==> src/rtl/flc_pkg.sv <==
// shared types and codes of the full linear convolution unit
package flc_pkg;

  // width of the kernel index carried with a command, enough for the largest kernel
  localparam int CNT_W = 9;

  localparam logic KIND_COEF   = 1'b0;
  localparam logic KIND_SAMPLE = 1'b1;

  typedef enum logic {
    OP_COEF,
    OP_SAMPLE
  } op_t;

  typedef struct packed {
    op_t              op;
    logic [15:0]      value;
    logic             last;
    logic [CNT_W-1:0] index;
  } cmd_t;

endpackage

==> src/rtl/flc_front.sv <==
// front end: accepts input transactions, tracks the kernel load and issues commands
module flc_front #(
  parameter int TAPS = 16
) (
  input  logic              clk,
  input  logic              rst_n,
  input  logic              in_valid,
  output logic              in_ready,
  input  logic              in_kind,
  input  logic [15:0]       in_value,
  input  logic              in_last,
  input  logic              q_full,
  output logic              q_push,
  output flc_pkg::cmd_t     q_cmd
);

  localparam int CW = $clog2(TAPS + 1);

  logic [CW-1:0] tap_count_r, tap_count_nxt;
  logic          loading_r, loading_nxt;
  logic [CW-1:0] cur_count;
  logic          accept;

  assign in_ready  = !q_full;
  assign accept    = in_valid && in_ready;
  assign cur_count = loading_r ? tap_count_r : '0;

  always_comb begin
    tap_count_nxt = tap_count_r;
    loading_nxt   = loading_r;
    q_push        = 1'b0;
    q_cmd.op      = flc_pkg::OP_COEF;
    q_cmd.value   = in_value;
    q_cmd.last    = in_last;
    q_cmd.index   = flc_pkg::CNT_W'(tap_count_r);
    if (accept) begin
      if (in_kind == flc_pkg::KIND_COEF) begin
        loading_nxt   = !in_last;
        tap_count_nxt = cur_count;
        if (cur_count < CW'(TAPS)) begin
          q_push        = 1'b1;
          q_cmd.index   = flc_pkg::CNT_W'(cur_count);
          tap_count_nxt = cur_count + CW'(1);
        end
      end else begin
        loading_nxt = 1'b0;
        if (tap_count_r != '0) begin
          q_push   = 1'b1;
          q_cmd.op = flc_pkg::OP_SAMPLE;
        end
      end
    end
  end

  always_ff @(posedge clk) begin
    if (!rst_n) begin
      tap_count_r <= '0;
      loading_r   <= 1'b0;
    end else begin
      tap_count_r <= tap_count_nxt;
      loading_r   <= loading_nxt;
    end
  end

endmodule

==> src/rtl/flc_queue.sv <==
// two-entry command queue between front end and back end
module flc_queue (
  input  logic          clk,
  input  logic          rst_n,
  input  logic          push,
  input  flc_pkg::cmd_t push_cmd,
  output logic          full,
  input  logic          pop,
  output logic          valid,
  output flc_pkg::cmd_t pop_cmd
);

  flc_pkg::cmd_t entries_r [2];
  logic          wr_r;
  logic          rd_r;
  logic [1:0]    cnt_r;

  assign full    = (cnt_r == 2'd2);
  assign valid   = (cnt_r != 2'd0);
  assign pop_cmd = entries_r[rd_r];

  always_ff @(posedge clk) begin
    if (push) begin
      entries_r[wr_r] <= push_cmd;
    end
  end

  always_ff @(posedge clk) begin
    if (!rst_n) begin
      wr_r  <= 1'b0;
      rd_r  <= 1'b0;
      cnt_r <= 2'd0;
    end else begin
      if (push) begin
        wr_r <= !wr_r;
      end
      if (pop) begin
        rd_r <= !rd_r;
      end
      cnt_r <= cnt_r + {1'b0, push} - {1'b0, pop};
    end
  end

endmodule

==> src/rtl/flc_back.sv <==
// back end: coefficient and sample memories, shared multiply-accumulate, saturation
module flc_back #(
  parameter int TAPS      = 16,
  parameter int DATA_BITS = 16
) (
  input  logic          clk,
  input  logic          rst_n,
  input  logic          signed_mode,
  input  logic          q_valid,
  input  flc_pkg::cmd_t q_cmd,
  output logic          q_pop,
  input  logic          out_ready,
  output logic          out_valid,
  output logic [15:0]   out_result,
  output logic          out_saturated,
  output logic          out_end_of_output
);

  localparam int AW   = (TAPS > 1) ? $clog2(TAPS) : 1;
  localparam int CW   = $clog2(TAPS + 1);
  localparam int DW   = DATA_BITS;
  localparam int PW   = 2 * DATA_BITS + 2;
  localparam int ACCW = PW + CW;
  localparam logic [AW-1:0] LAST_ADDR = AW'(TAPS - 1);
  localparam logic signed [ACCW-1:0] SMAX = (ACCW'(1) <<< (DATA_BITS - 1)) - ACCW'(1);
  localparam logic signed [ACCW-1:0] SMIN = -SMAX - ACCW'(1);
  localparam logic signed [ACCW-1:0] UMAX = (ACCW'(1) <<< DATA_BITS) - ACCW'(1);

  typedef enum logic [1:0] {
    ST_IDLE,
    ST_MAC,
    ST_DRAIN
  } state_t;

  logic [DW-1:0] coef_mem [TAPS];
  logic [DW-1:0] smp_mem  [TAPS];

  state_t               state_r, state_nxt;
  logic [AW-1:0]        wp_r, wp_nxt;
  logic [CW-1:0]        fill_r, fill_nxt;
  logic [CW-1:0]        ntaps_r, ntaps_nxt;
  logic                 last_r, last_nxt;
  logic [AW-1:0]        k_r, k_nxt;
  logic [AW-1:0]        start_r, start_nxt;
  logic [AW-1:0]        i_r, i_nxt;
  logic [AW-1:0]        sa_r, sa_nxt;
  logic                 s1_vld_r, s1_vld_nxt;
  logic                 s1_term_r, s1_term_nxt;
  logic                 s2_vld_r, s2_vld_nxt;
  logic signed [PW-1:0] prod_r, prod_nxt;
  logic signed [ACCW-1:0] acc_r, acc_nxt;
  logic                 out_vld_r, out_vld_nxt;
  logic [DW-1:0]        out_res_r, out_res_nxt;
  logic                 out_sat_r, out_sat_nxt;
  logic                 out_eoo_r, out_eoo_nxt;
  logic [DW-1:0]        coef_rd_r;
  logic [DW-1:0]        smp_rd_r;

  logic                 coef_we;
  logic                 smp_we;
  logic [DW-1:0]        wdata;
  logic                 term;
  logic                 last_tap;
  logic                 final_out;
  logic                 pipe_empty;
  logic                 out_free;
  logic signed [DW:0]   opa;
  logic signed [DW:0]   opb;
  logic [DW-1:0]        sat_res;
  logic                 sat_flag;
  logic [AW-1:0]        start_inc;

  assign wdata      = DW'(32'(q_cmd.value));
  assign term       = (CW'(i_r) >= CW'(k_r)) && ((CW'(i_r) - CW'(k_r)) < fill_r);
  assign last_tap   = (CW'(i_r) + CW'(1)) == ntaps_r;
  assign final_out  = !last_r || ((CW'(k_r) + CW'(1)) == ntaps_r);
  assign pipe_empty = !s1_vld_r && !s2_vld_r;
  assign out_free   = !out_vld_r || out_ready;
  assign start_inc  = (start_r == LAST_ADDR) ? '0 : start_r + AW'(1);

  // operands widened by one bit per mode, zero for taps outside the delay line
  always_comb begin
    opa = '0;
    opb = '0;
    if (s1_term_r) begin
      opa = $signed({signed_mode & coef_rd_r[DW-1], coef_rd_r});
      opb = $signed({signed_mode & smp_rd_r[DW-1], smp_rd_r});
    end
  end

  always_comb begin
    sat_flag = 1'b0;
    sat_res  = acc_r[DW-1:0];
    if (signed_mode) begin
      if (acc_r > SMAX) begin
        sat_flag = 1'b1;
        sat_res  = SMAX[DW-1:0];
      end else if (acc_r < SMIN) begin
        sat_flag = 1'b1;
        sat_res  = SMIN[DW-1:0];
      end
    end else if (acc_r > UMAX) begin
      sat_flag = 1'b1;
      sat_res  = UMAX[DW-1:0];
    end
  end

  always_comb begin
    state_nxt   = state_r;
    wp_nxt      = wp_r;
    fill_nxt    = fill_r;
    ntaps_nxt   = ntaps_r;
    last_nxt    = last_r;
    k_nxt       = k_r;
    start_nxt   = start_r;
    i_nxt       = i_r;
    sa_nxt      = sa_r;
    q_pop       = 1'b0;
    coef_we     = 1'b0;
    smp_we      = 1'b0;
    s1_vld_nxt  = 1'b0;
    s1_term_nxt = term;
    s2_vld_nxt  = s1_vld_r;
    prod_nxt    = opa * opb;
    acc_nxt     = s2_vld_r ? acc_r + ACCW'(prod_r) : acc_r;
    out_vld_nxt = out_vld_r && !out_ready;
    out_res_nxt = out_res_r;
    out_sat_nxt = out_sat_r;
    out_eoo_nxt = out_eoo_r;
    case (state_r)
      ST_IDLE: begin
        if (q_valid) begin
          q_pop = 1'b1;
          if (q_cmd.op == flc_pkg::OP_COEF) begin
            coef_we  = 1'b1;
            fill_nxt = '0;
          end else begin
            smp_we    = 1'b1;
            start_nxt = wp_r;
            sa_nxt    = wp_r;
            wp_nxt    = (wp_r == LAST_ADDR) ? '0 : wp_r + AW'(1);
            fill_nxt  = (fill_r < CW'(TAPS)) ? fill_r + CW'(1) : fill_r;
            ntaps_nxt = CW'(q_cmd.index);
            last_nxt  = q_cmd.last;
            k_nxt     = '0;
            i_nxt     = '0;
            acc_nxt   = '0;
            state_nxt = ST_MAC;
          end
        end
      end
      ST_MAC: begin
        s1_vld_nxt = 1'b1;
        if (last_tap) begin
          state_nxt = ST_DRAIN;
        end else begin
          i_nxt  = i_r + AW'(1);
          sa_nxt = (sa_r == '0) ? LAST_ADDR : sa_r - AW'(1);
        end
      end
      ST_DRAIN: begin
        if (pipe_empty && out_free) begin
          out_vld_nxt = 1'b1;
          out_res_nxt = sat_res;
          out_sat_nxt = sat_flag;
          out_eoo_nxt = last_r && final_out;
          if (final_out) begin
            if (last_r) begin
              fill_nxt = '0;
            end
            state_nxt = ST_IDLE;
          end else begin
            k_nxt     = k_r + AW'(1);
            start_nxt = start_inc;
            sa_nxt    = start_inc;
            i_nxt     = '0;
            acc_nxt   = '0;
            state_nxt = ST_MAC;
          end
        end
      end
      default: begin
        state_nxt = ST_IDLE;
      end
    endcase
  end

  always_ff @(posedge clk) begin
    if (coef_we) begin
      coef_mem[AW'(q_cmd.index)] <= wdata;
    end
    if (smp_we) begin
      smp_mem[wp_r] <= wdata;
    end
    coef_rd_r <= coef_mem[i_r];
    smp_rd_r  <= smp_mem[sa_r];
  end

  always_ff @(posedge clk) begin
    if (!rst_n) begin
      state_r   <= ST_IDLE;
      wp_r      <= '0;
      fill_r    <= '0;
      k_r       <= '0;
      i_r       <= '0;
      sa_r      <= '0;
      s1_vld_r  <= 1'b0;
      s2_vld_r  <= 1'b0;
      out_vld_r <= 1'b0;
    end else begin
      state_r   <= state_nxt;
      wp_r      <= wp_nxt;
      fill_r    <= fill_nxt;
      k_r       <= k_nxt;
      i_r       <= i_nxt;
      sa_r      <= sa_nxt;
      s1_vld_r  <= s1_vld_nxt;
      s2_vld_r  <= s2_vld_nxt;
      out_vld_r <= out_vld_nxt;
    end
    ntaps_r   <= ntaps_nxt;
    last_r    <= last_nxt;
    start_r   <= start_nxt;
    s1_term_r <= s1_term_nxt;
    prod_r    <= prod_nxt;
    acc_r     <= acc_nxt;
    out_res_r <= out_res_nxt;
    out_sat_r <= out_sat_nxt;
    out_eoo_r <= out_eoo_nxt;
  end

  assign out_valid         = out_vld_r;
  assign out_result        = 16'(32'(out_res_r));
  assign out_saturated     = out_sat_r;
  assign out_end_of_output = out_eoo_r;

endmodule

==> src/rtl/full_linear_convolution_unit.sv <==
// top level of the full linear convolution unit
// Computes the full linear convolution of a sample stream with a kernel of up to TAPS
// coefficients. Coefficient transactions (in_kind 0) load the kernel from tap 0 upward,
// in_last closing the load; a sample transaction also closes it, and extra coefficients
// beyond TAPS are dropped. Each sample gives one output, and the last sample of a signal
// gives tap_count outputs in all, the final one flagged by out_end_of_output. Sums are
// exact and saturated to the DATA_BITS range of the mode in cfg_wdata (1 signed, 0
// unsigned; write only while idle). The back end writes a coefficient as it pops it; each
// output comes from the single shared multiply-accumulate walking the kernel, and the
// next command waits until the last output of the sample is registered. A two-entry queue
// and an output register let the input side run ahead while results wait to be taken.
module full_linear_convolution_unit #(
  parameter int TAPS      = 16,
  parameter int DATA_BITS = 16
) (
  input  logic        clk,
  input  logic        rst_n,
  input  logic        in_valid,
  output logic        in_ready,
  input  logic        in_kind,
  input  logic [15:0] in_value,
  input  logic        in_last,
  output logic        out_valid,
  input  logic        out_ready,
  output logic [15:0] out_result,
  output logic        out_saturated,
  output logic        out_end_of_output,
  input  logic        cfg_we,
  input  logic        cfg_wdata
);

  logic          signed_mode_r;
  logic          q_push;
  logic          q_full;
  logic          q_pop;
  logic          q_valid;
  flc_pkg::cmd_t push_cmd;
  flc_pkg::cmd_t pop_cmd;

  always_ff @(posedge clk) begin
    if (!rst_n) begin
      signed_mode_r <= 1'b1;
    end else if (cfg_we) begin
      signed_mode_r <= cfg_wdata;
    end
  end

  flc_front #(
    .TAPS (TAPS)
  ) u_front (
    .clk      (clk),
    .rst_n    (rst_n),
    .in_valid (in_valid),
    .in_ready (in_ready),
    .in_kind  (in_kind),
    .in_value (in_value),
    .in_last  (in_last),
    .q_full   (q_full),
    .q_push   (q_push),
    .q_cmd    (push_cmd)
  );

  flc_queue u_queue (
    .clk      (clk),
    .rst_n    (rst_n),
    .push     (q_push),
    .push_cmd (push_cmd),
    .full     (q_full),
    .pop      (q_pop),
    .valid    (q_valid),
    .pop_cmd  (pop_cmd)
  );

  flc_back #(
    .TAPS      (TAPS),
    .DATA_BITS (DATA_BITS)
  ) u_back (
    .clk               (clk),
    .rst_n             (rst_n),
    .signed_mode       (signed_mode_r),
    .q_valid           (q_valid),
    .q_cmd             (pop_cmd),
    .q_pop             (q_pop),
    .out_ready         (out_ready),
    .out_valid         (out_valid),
    .out_result        (out_result),
    .out_saturated     (out_saturated),
    .out_end_of_output (out_end_of_output)
  );

`ifndef SYNTHESIS
  a_queue_no_overflow: assert property (@(posedge clk) disable iff (!rst_n)
    q_push |-> !q_full)
    else $error("command pushed into a full queue");

  a_queue_no_underflow: assert property (@(posedge clk) disable iff (!rst_n)
    q_pop |-> q_valid)
    else $error("command popped from an empty queue");

  a_sample_needs_kernel: assert property (@(posedge clk) disable iff (!rst_n)
    (q_push && push_cmd.op == flc_pkg::OP_SAMPLE) |-> (push_cmd.index != '0))
    else $error("sample issued with no kernel loaded");
`endif

endmodule
==> config.mk <==
export PLATFORM = sky130hd
export DESIGN_NAME = full_linear_convolution_unit
export DESIGN_NICKNAME = d
export VERILOG_FILES = /design/src/rtl/flc_pkg.sv /design/src/rtl/flc_front.sv /design/src/rtl/flc_queue.sv /design/src/rtl/flc_back.sv /design/src/rtl/full_linear_convolution_unit.sv
export SDC_FILE = /design/constraint.sdc
export NUM_CORES = 2
export LEC_CHECK = 0
export BUFFER_PORTS_ARGS = -buffer_cell sky130_fd_sc_hd__buf_2
export CORE_ASPECT_RATIO = 0.9
export CORE_MARGIN = 4
export CORE_UTILIZATION = 60
export DETAILED_ROUTE_END_ITERATION = 10
export PLACE_DENSITY = 0.81
export SLEW_MARGIN = 20
export SYNTH_ARGS = -nofsm -noshare
export SYNTH_HDL_FRONTEND = slang
export SYNTH_HIERARCHICAL = 1
export SYNTH_SLANG_ARGS = --single-unit
export TNS_END_PERCENT = 100
==> constraint.sdc <==
create_clock -name clk -period 14.8 [get_ports clk]
set_clock_uncertainty 0.2 [all_clocks]
set_input_delay 0.74 -clock clk [delete_from_list [all_inputs] [get_ports clk]]
set_output_delay 0.74 -clock clk [all_outputs]
set_load 0.01 [all_outputs]
Yosys cells after proc, flatten, opt, wreduce, memory -nomap -nowiden:

Memories as Yosys holds them, arrays and structs flattened. A register that Yosys moved wholly into a read port is not among the register bits.
Cells that the tools add are included.

* memories kept: 3
* output and inout bits: 20
* input port bits: 24
* memory bits (writable): 566
* word-level logic and storage cells: 176
* bits in registers: 139

* add/subtract/negate cells: 13
* bitwise gates (word level): 3
* reductions and logical operators: 30
* mux-type cells: 79
* magnitude comparators: 7
* $mul: 1
* eq/ne operators: 16

Memories
* u_back.coef_mem: depth 16, width 16, rd ports 1, clocked after memory_dff 1, wr ports 1, RTL line flc_back.sv:35 `logic [DW-1:0] coef_mem [TAPS];`
* u_back.smp_mem: depth 16, width 16, rd ports 1, clocked after memory_dff 1, wr ports 1, RTL line flc_back.sv:36 `logic [DW-1:0] smp_mem [TAPS];`
* u_queue.entries_r: depth 2, width 27, rd ports 1, clocked after memory_dff 1, wr ports 1, RTL line flc_queue.sv:13 `flc_pkg::cmd_t entries_r [2];`

Operators with widths (count)
* 39-bit two-way mux: 5
* 39-bit case mux with 2 select lines: 1
* 16-bit two-way mux: 4
* 4-bit two-way mux: 15
* 5-bit two-way mux: 9
* 39-bit by 34-bit adder with 39-bit output: 1
* 39-bit by 16-bit greater-than comparator with 1-bit output, second input constant: 1
* 39-bit by 17-bit greater-than comparator with 1-bit output, second input constant: 1
* 39-bit by 16-bit < comparator with 1-bit output, second input constant: 1
* 17-bit by 17-bit multiplier with 34-bit output: 1
* 17-bit two-way mux: 2
* 1-bit two-way mux: 31
* 4-bit case mux with 3 select lines: 2
* 9-bit two-way mux: 2
* 4-bit by 1-bit adder with 4-bit output, second input constant: 4
* 4-bit case mux with 2 select lines: 2
* 6-bit AND reduction: 2
* 4-bit by 1-bit adder with 5-bit output, second input constant: 2
* 5-bit by 1-bit adder with 5-bit output, second input constant: 2
* 5-bit == test: 2
* 5-bit < comparator, second input constant: 2
* 2-bit by 1-bit != test with 1-bit output, second input constant: 5
* 5-bit case mux with 2 select lines: 1
* 1-bit logical NOT: 9
* other kinds (26): 42

Logic depth before layout (Yosys ltp):

* depth after elaboration: 7
* depth in mapped cells: 25
* mapped depth without buffers: 24

Modules after synthesis:

The synthesis kept the hierarchy.

By module, submodules not included
* flc_back: area each 38313.0 sq um, times used 1, sequential area each 18858.1 sq um, cells each 2827
* flc_queue: area each 2279.7 sq um, times used 1, sequential area each 1721.7 sq um, cells each 105
* flc_front: area each 596.8 sq um, times used 1, sequential area each 120.1 sq um, cells each 77
* full_linear_convolution_unit: area each 33.8 sq um, times used 1, sequential area each 20.0 sq um, cells each 3

Worst setup path after synthesis:

No wires, ideal clock.

* kind: reg-to-reg
* from: register u_back.s1_term_r
* to: register u_back.prod_r[22]
* path buffers: 2
* cell stages (with the launch flop): 23
* setup time: 0.122 ns
* arrival: 6.024 ns
* period minus slack after synthesis: 6.346 ns
* data required time: 14.478 ns
* path slack: 8.454 ns
* cells stage by stage: dfxtp_1 -> clkbuf_1 -> and2_1 -> clkbuf_1 -> nand2_1 -> fa_1 -> fa_1 -> fa_1 -> inv_1 -> fa_1 -> fa_1 -> inv_1 -> fa_1 -> inv_1 -> ha_1 -> a21o_1 -> a21o_1 -> a21o_1 -> and2_1 -> a31oi_1 -> o21ai_1 -> a21o_1 -> a311o_1

* longest elaborated chain between the ends: 2
* elaborated cells on any way between the ends: 3
* those cells by class: 1 x mul; 2 x mux

Ends and longest elaborated chain
* start: declaration: RTL line flc_back.sv:48 `logic s1_term_r, s1_term_nxt;`
* start signal: assignment: RTL line flc_back.sv:224 `s1_term_r <= s1_term_nxt;`
* 17-bit two-way mux: RTL line flc_back.sv:85 `if (s1_term_r) begin`
* 17-bit by 17-bit multiplier with 34-bit output *: RTL line flc_back.sv:124 `prod_nxt = opa * opb;`
* named net u_back.prod_nxt[22]: RTL line flc_back.sv:50 `logic signed [PW-1:0] prod_r, prod_nxt;`
* end signal: assignment: RTL line flc_back.sv:225 `prod_r <= prod_nxt;`
* end: declaration: RTL line flc_back.sv:50

The timed path passes the listed nets; every way through them passes the cells marked *.
A chain may end at the register's enable or synchronous reset.

Worst setup path in the final report:

* from: register u_back.s1_term_r
* to: register u_back.prod_r[32]

The elaborated chain is that of the path after synthesis.

==> impl_results.md <==
- Status: complete, no violations
- Tcrit/Tclk final: 53.4%
- Setup violators final: 0
- Worst-path clk slew: 0.08 ns
- Tot Pwr: 8.72 mW
- Clk sink count: 730
- Initial antenna violation count: 4
- Die area: 0.0724 mm²
- Average cell area after synthesis: 13.7 µm²
- Fillers: 4479
- Clock Latency Late Sink: 0.62 ns
- Max Clk Rate: 126 MHz
- Vias post-DR: 25200
- Static Leak: 17.5 nW
- Final ANT Viol Nets: 0
- Worst relative slew slack: 25.8%
- Total setup buffers inserted after CTS: 0
- Root Driver: clkbuf_16
- DP Wirelength: 62.9 mm
- Layout net count: 3484
- # IOs: 44
- Slew @ Worst Pin: 1.11 ns
- GRT Overall Usage: 27.9%
- Total CTS buffers: 71
- Rows: 90
- Peak VDD IR: 0.197 mV
- Largest net degree at the start of global routing: 94
- Starting Density: 60.8%
- Drt pass-1 iters: 6
- Share of cells above drive strength 1: 14.0%
- GRT Residual Overflow: 0
- Pre-CTS WS: 7.17 ns
- Post_cts resized: 0
- Data arrival, critical path: 8.16 ns
- CTS tree: built
- Fin area: 0.0443 mm²
- Final worst slack: 6.89 ns
- Setup TNS: 0 ns
- First-pass GRT wire length: 155 mm
- Cells after synthesis: 2995
- CP Class: register to register
- Wirelength per Cell: 25.3 µm
- Vias per cell: 6.38
- Final WL: 100 mm
- Unrepaired setup endpoints after global routing: no
- I/O Buffers: 43
- Syn Nets: 3464
- Placed Area: 0.0420 mm²
- Hold_buf cts: 0
- Mapped Area: 0.0409 mm²
- Worst setup SP type: register
- Remaining DRCs: 0
- Area Growth Syn to Fin: 8.33%
- CP endpoint kind: register
- Die Y-Extent: 256 µm
- Core area: 0.0672 mm²
- Ys Warns: 6
- Max Fanout on Critical Path: 93
- PwrDens: 197 mW/mm²
- Chip Width: 283 µm
- Max-cap viol count: 0
- Data required time of the worst path: 15.06 ns
- Initial DRC Count: 2791
- Vias in the first global route: 26400
- Fin crit period: 7.91 ns
- Final slew viol count: 0
- Register-to-register path setup slack: 6.89 ns
- H-tree depth: 3
- Final Hold Vio Count: 0
- Clock Path Buffers: 3
- Hold/Removal Path Class: input port to register
- GPL Wtd Cong: 0.924
==> cells in the final DEF (no fill, tap or decap), drive strengths merged, types with 92 or more instances in the layout <==
| master | instances |
|---|---|
| and3 | 140 |
| edfxtp | 586 |
| nor2 | 155 |
| mux4 | 160 |
| fa | 298 |
| inv | 363 |
| buf | 92 |
| ha | 147 |
| nand2 | 212 |
| dfxtp | 144 |
| clkbuf | 100 |
==> report_power, final <==
group	total (mW)	internal, mW	switching [mW]
clock	1.81	1.03	0.783
combinational	4.03	1.67	2.36
sequential	2.88	2.56	0.318
total	8.72	5.26	3.46
==> critical path, stage by stage (launching register included) <==
cell and delay [ns]:
dfxtp_2 0.89, buf_4 0.67, and2_1 0.46, nand2_1 0.14, fa_1 0.52, fa_1 0.49
inv_1 0.06, fa_1 0.44, fa_1 0.50, fa_1 0.55, inv_1 0.06, fa_1 0.53
inv_1 0.04, ha_1 0.35, a211o_1 0.27, a21oi_1 0.16, o22ai_1 0.14, a31o_2 0.23
a21oi_1 0.40, o211a_1 0.29, nor4b_1 0.07, nand4b_1 0.19
==> layer usage <==
metal | track usage (%) | wire, µm | vias to the layer above
met5 | 0 | 27 | -
met4 | 11.0 | 4320 | 4
met3 | 4.91 | 8410 | 306
met2 | 47.9 | 50400 | 1443
met1 | 35.8 | 36900 | 12700
li1 | - | - | 10700
==> worst paths after layout <==
path	to	depth (start not counted)	start
worst max register to register	u_back/prod_r[32]$_DFF_P_	21	u_back/s1_term_r$_DFF_P_
worst max-delay path	u_back/prod_r[32]$_DFF_P_	21	u_back/s1_term_r$_DFF_P_
worst min-delay path	u_queue/entries_r[0][20]$_DFFE_PP_	1	in_value[10]
worst min register to register	u_back/fill_r[4]$_SDFFE_PN0P_	2	u_back/fill_r[2]$_SDFFE_PN0P_
==> metrics by stage <==
stage / utilization (%) / hold WS (ns) / std cells
6_report: 65.9 / 0.118 / 3946
5_1_grt: 65.9 / 0.0996 / 3945
4_1_cts: 65.9 / 0.0801 / 3945
3_5_place_dp: 62.4 / 0.291 / 3816
3_3_place_gp: 62.4 / 0.276 / 3815
2_1_floorplan: - / 0.252 / 2995
==> cell type report <==
class / count / area, µm² / area share (%)
Multi-Input combinational cell: 1758 / 18400 / 41.6
Clock buffer: 100 / 2020 / 4.55
Timing Repair Buffer: 92 / 591 / 1.33
Inverter: 362 / 1360 / 3.07
Clock inverter: 29 / 308 / 0.695
Tap cell: 874 / 1090 / 2.47
Antenna cell: 1 / 2.50 / 0.00565
Sequential cell: 730 / 20500 / 46.3
==> state kept, by name, summed over array words and instances, names as in the netlist, 2 cells and up, named ones only <==
register and count:
u_back/prod_r 34, u_back/wp_r 4, u_back/k_r 4, u_queue/entries_r 46
u_back/smp_rd_r 16, u_back/start_r 4, u_queue/cnt_r 2, u_back/out_result 16
u_back/coef_mem 256, u_back/smp_mem 256, u_back/fill_r 5, u_back/ntaps_r 5
u_back/state_r 2, u_back/coef_rd_r 16, u_back/acc_r 39, u_front/tap_count_r 5
u_back/sa_r 4, u_back/i_r 4
Note: power is estimated with default switching activity, not from simulation.
